===== src/rtl/lmz_pkg.sv =====
// Shared constants and types for the 3x3 local-minimum zeroing block.
`default_nettype none

package lmz_pkg;

    localparam int MAX_WIDTH_DEF   = 1024;
    localparam int MAX_HEIGHT_DEF  = 1024;
    localparam int SAMPLE_BITS_DEF = 16;

    localparam int CFG_INDEX_BITS = 2;
    localparam int CFG_DATA_BITS  = 11;
    localparam int MIN_DIM        = 2;

    localparam logic [CFG_INDEX_BITS-1:0] REG_IMAGE_WIDTH  = 2'd0;
    localparam logic [CFG_INDEX_BITS-1:0] REG_IMAGE_HEIGHT = 2'd1;

    localparam logic CMD_PIXEL = 1'b0;
    localparam logic CMD_DRAIN = 1'b1;

    // set where the centre sample has no neighbour on that side
    typedef struct packed {
        logic top;
        logic bottom;
        logic left;
        logic right;
    } edge_mask_t;

endpackage

`default_nettype wire


===== src/rtl/lmz_min_cmp.sv =====
// Strict 3x3 local-minimum test of the centre sample against in-frame neighbours.
`default_nettype none

module lmz_min_cmp #(
    parameter int SAMPLE_BITS = lmz_pkg::SAMPLE_BITS_DEF
) (
    input  wire logic [2:0][SAMPLE_BITS-1:0] col_left,   // [0] top .. [2] bottom
    input  wire logic [2:0][SAMPLE_BITS-1:0] col_mid,
    input  wire logic [2:0][SAMPLE_BITS-1:0] col_right,
    input  wire lmz_pkg::edge_mask_t         edges,
    output logic                             is_min
);

    logic signed [SAMPLE_BITS-1:0] centre;
    logic                          row_ok;

    assign centre = $signed(col_mid[1]);

    always_comb begin
        is_min = 1'b1;
        row_ok = 1'b0;
        for (int r = 0; r < 3; r++) begin
            row_ok = !((r == 0 && edges.top) || (r == 2 && edges.bottom));
            if (row_ok && !edges.left && !(centre < $signed(col_left[r]))) begin
                is_min = 1'b0;
            end
            if (row_ok && r != 1 && !(centre < $signed(col_mid[r]))) begin
                is_min = 1'b0;
            end
            if (row_ok && !edges.right && !(centre < $signed(col_right[r]))) begin
                is_min = 1'b0;
            end
        end
    end

endmodule

`default_nettype wire


===== config.mk =====
export PLATFORM = sky130hd
export DESIGN_NAME = lmz_min_cmp
export DESIGN_NICKNAME = d
export VERILOG_FILES = /design/src/rtl/lmz_pkg.sv /design/src/rtl/lmz_min_cmp.sv
export SDC_FILE = /design/constraint.sdc
export NUM_CORES = 1
export LEC_CHECK = 0
export BUFFER_PORTS_ARGS = -buffer_cell sky130_fd_sc_hd__buf_2
export CORE_ASPECT_RATIO = 1.2
export CORE_MARGIN = 2
export CORE_UTILIZATION = 35
export DETAILED_ROUTE_END_ITERATION = 10
export PLACE_DENSITY = 0.72
export SETUP_SLACK_MARGIN = 0.3
export SYNTH_ARGS = -nofsm -noshare
export SYNTH_HDL_FRONTEND = slang
export SYNTH_SLANG_ARGS = --single-unit

===== constraint.sdc =====
create_clock -name vclk -period 7.7
set_input_delay 1.54 -clock vclk [all_inputs]
set_output_delay 1.54 -clock vclk [all_outputs]
set_load 0.02 [all_outputs]

# After elaboration in Yosys (flattened, before gate mapping)

Index checks and enable logic that the tools add are counted.

Bits in registers: 0
Bits of input ports: 148
Output and inout port bits: 1

Order comparisons: 8
Muxes and demuxes: 8
Reductions and logical operators: 24

Operators with widths:

| operator            | number |
|---|---|
| $lt A16 B16 Y1      | 8 |
| $logic_and A1 B1 Y1 | 12 |
| $logic_not A1 Y1    | 12 |
| $mux W1             | 8 |

# Logic depth before layout (Yosys ltp)

Depth in word-level cells: 11
Mapped depth: 10
Mapped depth without buffers: 10

# Worst setup path before layout

OpenSTA, ideal clock, no wires.

Path kind: in2out
Start: in col_mid[41] (netlist name)
End: out is_min
Arrival time: 3.525 ns
Data required time: 6.160 ns
Setup slack: 2.635 ns
Stages: 9
Path buffers: 0
Cell sequence: inv_1 ha_1 a21o_1 a21o_1 a2111oi_2 o21ai_1 a2111o_1 a211oi_2 and4_1

Word-level cells in the longest chain between the ends: 5

RTL lines:

| element             | line              | source |
|---|---|---|
| start: declaration  | lmz_min_cmp.sv:8  | `input wire logic [2:0][SAMPLE_BITS-1:0] col_mid,` |
| $lt A16 B16 Y1      | lmz_min_cmp.sv:27 | `if (row_ok && r != 1 && !(centre < $signed(col_mid[r]))) begin` |
| $logic_not A1 Y1    | lmz_min_cmp.sv:27 |  |
| $logic_and A1 B1 Y1 | lmz_min_cmp.sv:27 |  |
| $mux W1             | lmz_min_cmp.sv:27 |  |
| $mux W1             | lmz_min_cmp.sv:30 | `if (row_ok && !edges.right && !(centre < $signed(col_right[r]))) begin` |
| end: declaration    | lmz_min_cmp.sv:11 | `output logic is_min` |

No other way between the ends.

# Final worst setup path

Start: in col_mid[25] (netlist name)
End: out is_min

Word-level cells in the longest chain between the ends: 11
Elaborated cells between the ends (all ways): 32
Those cells by class: 8 x order compare; 8 x mux; 16 x reduce/logical

RTL lines:

| element             | line              | source |
|---|---|---|
| $lt A16 B16 Y1      | lmz_min_cmp.sv:24 | `if (row_ok && !edges.left && !(centre < $signed(col_left[r]))) begin` |
| $logic_not A1 Y1    | lmz_min_cmp.sv:24 |  |
| $logic_and A1 B1 Y1 | lmz_min_cmp.sv:24 |  |
| $mux W1             | lmz_min_cmp.sv:24 |  |
| $mux W1             | lmz_min_cmp.sv:27 |  |
| $mux W1             | lmz_min_cmp.sv:30 |  |
| $mux W1             | lmz_min_cmp.sv:24 |  |
| $mux W1             | lmz_min_cmp.sv:30 |  |
| $mux W1             | lmz_min_cmp.sv:24 |  |
| $mux W1             | lmz_min_cmp.sv:27 |  |
| $mux W1 (*)         | lmz_min_cmp.sv:30 |  |

Mark *: on every way between the ends. The rest lies on a longest branch, timed or not.

==> results by group <==
Global routing
  – Via count of the first global-routing pass: 3277
  – Grt ovf: 0
  – Global routing usage summed across all routing layers: 17.5%
  – Initial antenna violation count: 0
  – Global-route wire length before repair: 13500 um
  – Maximum number of pins on one net before global-route repair: 9

Power
  – Logic gate share of total power: 100.0%
  – Cell-internal power: 93.5 uW
  – Switch share: 51.4%
  – Leak: 2.57 nW
  – Sequential group share of total power: 0%
  – Switching power total: 98.9 uW
  – Clk network pwr share: 0%
  – P per Cell Area: 48.8 nW/um^2
  – Worst voltage drop across the vdd grid: 0.0000225 V

STA
  – Number of endpoints with negative hold slack in the final report: 0
  – Normalized max-slew margin: 60.9%
  – Setup Total Neg Slack: 0 ns
  – RSZ-0062 raised after global routing: no
  – Maximum achievable frequency: 181 MHz
  – Final period utilization: 71.7%
  – Max-slew violation count: 0
  – Shortest clock period the worst path allows after layout: 5.52 ns
  – Setup-violating endpoint count in the final report: 0
  – Worst Max-Slew Pin Slew: 0.572 ns

Synth
  – Adder and majority cell fraction of the synthesized area: 49.2%
  – Syn Nets: 689
  – Simple-gate area share of the yosys netlist: 10.0%
  – Syn Area/Cell: 7.25 sq um
  – Area fraction of the dominant cell type after synthesis: 49.2%
  – Post-synthesis xor/xnor area fraction: 0.861%
  – Cell area after technology mapping: 3050 sq um
  – Number of unique standard cell types used by synthesis: 32
  – Top cells by area in the synthesized netlist: sky130_fd_sc_hd__ha_1 (49%), sky130_fd_sc_hd__inv_1 (16%), sky130_fd_sc_hd__a21oi_1 (5.6%), sky130_fd_sc_hd__a21o_1 (3.9%), sky130_fd_sc_hd__o21ai_0 (3.0%)
  – Number of warnings printed during yosys synthesis: 0
  – Sequential element share of the synthesized area: 0%
  – Synth Area in Compound Gates: 24.3%
  – Combinational family with the most area after synthesis: adder cells
  – Multiplexer area fraction after synthesis: 0%
  – Leading area contributor after synthesis: sky130_fd_sc_hd__ha_1
  – Syn Inst Count: 421

Layout
  – Ant. Diodes: 0
  – Share of post-route cells with drive strength above 1: 26.5%
  – Net total in the final layout: 840
  – Most used cells in the layout excluding fill and tap cells: sky130_fd_sc_hd__buf_2 (149), sky130_fd_sc_hd__inv_1 (127), sky130_fd_sc_hd__ha_1 (120)
  – Layout Area Growth over Synthesis: 29.2%
  – Multi-input combinational cell area: 2570 sq um
  – Count of flip-flops and latches: 0
  – Number of clock buffer instances in the layout: 0
  – Most common cell after layout, fill and taps aside: sky130_fd_sc_hd__buf_2
  – Final core utilization: 46.3%
  – Area occupied by registers: 0 sq um
  – Final-layout fill cell count: 879

Place
  – Port-buffer cells: 149
  – Gpl congestion: 0.791
  – Detailed-placement wirelength estimate: 7830 um

Route
  – Via/cell ratio: 4.88
  – Iteration count of the initial detailed-routing pass: 4
  – Final WL: 8560 um
  – Starting DRC count in detailed routing: 58
  – DRC violations left: 0
  – Detailed-route via count: 3355
  – Wire per inst: 12.5 um
  – Number of nets still failing antenna checks after routing: 0

Worst hold path
  – Hold crit path type: in2out

Clock network
  – Post-cts repair resize count: 0
  – Setup Fix Bufs, Post-CTS: 0
  – Count of hold buffers inserted by post-cts repair: 0

Floorplanning
  – I/O pins: 149
  – Number of standard-cell rows in the floorplan: 37
  – Height of the chip: 106 um
  – Effective utilization at floorplan: 35.8%
  – Horizontal die dimension: 89.2 um
  – Core ar.: 8520 sq um
  – Full die area: 9490 sq um

Status
  – Result of the run: completed

Critical path
  – Endpoint arrival time on the critical path: 3.98 ns
  – List of cells traversed by the critical path: buf_2, ha_1, a21o_1, a21o_1, a2111oi_2, o21ai_1, a2111o_1, a211oi_2, and4_1, buf_2
  – Largest stage delay, worst path: 0.44 ns
  – Kind of start point of the critical path: primary input
  – Master of the slowest instance on the critical path: sky130_fd_sc_hd__a2111oi_2
  – Data required time of the critical path: 6.16 ns
  – Worst Setup End Kind: output pin
  – Setup Crit Path Kind: in2out
  – Largest driver fanout on the critical path: 8

Flow run
  – Maximum Capacitance Violations: 0
==> Yosys cell counts <==
cell type,instances
sky130_fd_sc_hd__o211ai_1,7
sky130_fd_sc_hd__a211o_1,2
sky130_fd_sc_hd__a21o_1,16
sky130_fd_sc_hd__o2111ai_1,3
sky130_fd_sc_hd__o21a_1,6
sky130_fd_sc_hd__a221o_1,1
sky130_fd_sc_hd__nand2_1,10
sky130_fd_sc_hd__a311oi_1,1
sky130_fd_sc_hd__o21bai_1,2
sky130_fd_sc_hd__nor2b_1,3
sky130_fd_sc_hd__xor2_1,1
sky130_fd_sc_hd__a211oi_2,1
sky130_fd_sc_hd__o21ai_1,2
sky130_fd_sc_hd__nand4_1,12
sky130_fd_sc_hd__a31oi_1,3
sky130_fd_sc_hd__a2111oi_0,6
sky130_fd_sc_hd__ha_1,120
sky130_fd_sc_hd__a221oi_1,2
sky130_fd_sc_hd__a21oi_1,34
sky130_fd_sc_hd__xnor2_1,2
sky130_fd_sc_hd__and4_1,2
sky130_fd_sc_hd__nor3b_1,1
sky130_fd_sc_hd__a2111oi_2,1
sky130_fd_sc_hd__a2111o_1,2
sky130_fd_sc_hd__and3_1,2
sky130_fd_sc_hd__inv_1,127
sky130_fd_sc_hd__o21ai_0,18
sky130_fd_sc_hd__nand3_1,10
sky130_fd_sc_hd__nor3_1,2
sky130_fd_sc_hd__nand2b_1,5
sky130_fd_sc_hd__a211oi_1,5
sky130_fd_sc_hd__nor2_1,12
==> layer usage <==
layer | vias up | routed length, um | track usage [%]
li1 | 1766 | - | -
met1 | 1457 | 3620 | 21.2
met2 | 124 | 4220 | 33.8
met3 | 8 | 617 | 1.48
met4 | 0 | 94 | 1.49
met5 | - | 0 | 0
==> kinds of logic after synthesis <==
| logic type | after synthesis |
|---|---|
| XOR/XNOR | 3 |
| buffers and inverters | 127 |
| AND/OR/NAND/NOR | 59 |
| adder cells (fa/ha/maj) | 120 |
| AO/OA/AOI/OAI | 112 |
==> path summary, 6_finish.rpt <==
path | cells past startpoint | slack [ns] | startpoint | endpoint
setup / recovery | 10 | 2.18 | col_mid[25] | is_min
hold / removal | 5 | 3.65 | edges[3] | is_min
==> power by group through the flow <==
stage | registers (mW) | logic (mW) | clock network (mW)
2_1_floorplan | 0 | 0.113 | 0
3_3_place_gp | 0 | 0.184 | 0
3_5_place_dp | 0 | 0.193 | 0
4_1_cts | 0 | 0.194 | 0
5_1_grt | 0 | 0.223 | 0
6_report | 0 | 0.192 | 0
==> through the flow <==
step	total power, mW	hold WS [ns]	setup WS [ns]	cells	instance area, sq um
2_1_floorplan	0.113	3.43	2.63	421	3050
3_3_place_gp	0.184	3.63	2.23	687	3940
3_5_place_dp	0.193	3.65	2.20	687	3940
4_1_cts	0.194	3.65	2.20	687	3940
5_1_grt	0.223	3.68	2.08	687	3940
6_report	0.192	3.65	2.18	687	3940
==> area by class of cell <==
type | count | area share (%)
Timing Repair Buffer | 149 | 18.9
Multi-Input combinational cell | 294 | 65.3
Tap cell | 117 | 3.71
Inverter | 127 | 12.1
==> critical path: cells and delay by family <==
| family | cells | cell delay (ns) |
|---|---|---|
| AOI/OAI and AO/OA | 6 | 1.60 |
| and+or+nand+nor | 1 | 0.20 |
| buffers and inverters | 2 | 0.33 |
| adders and majority gates | 1 | 0.32 |
No activity file was read; power rests on OpenSTA's default activity.
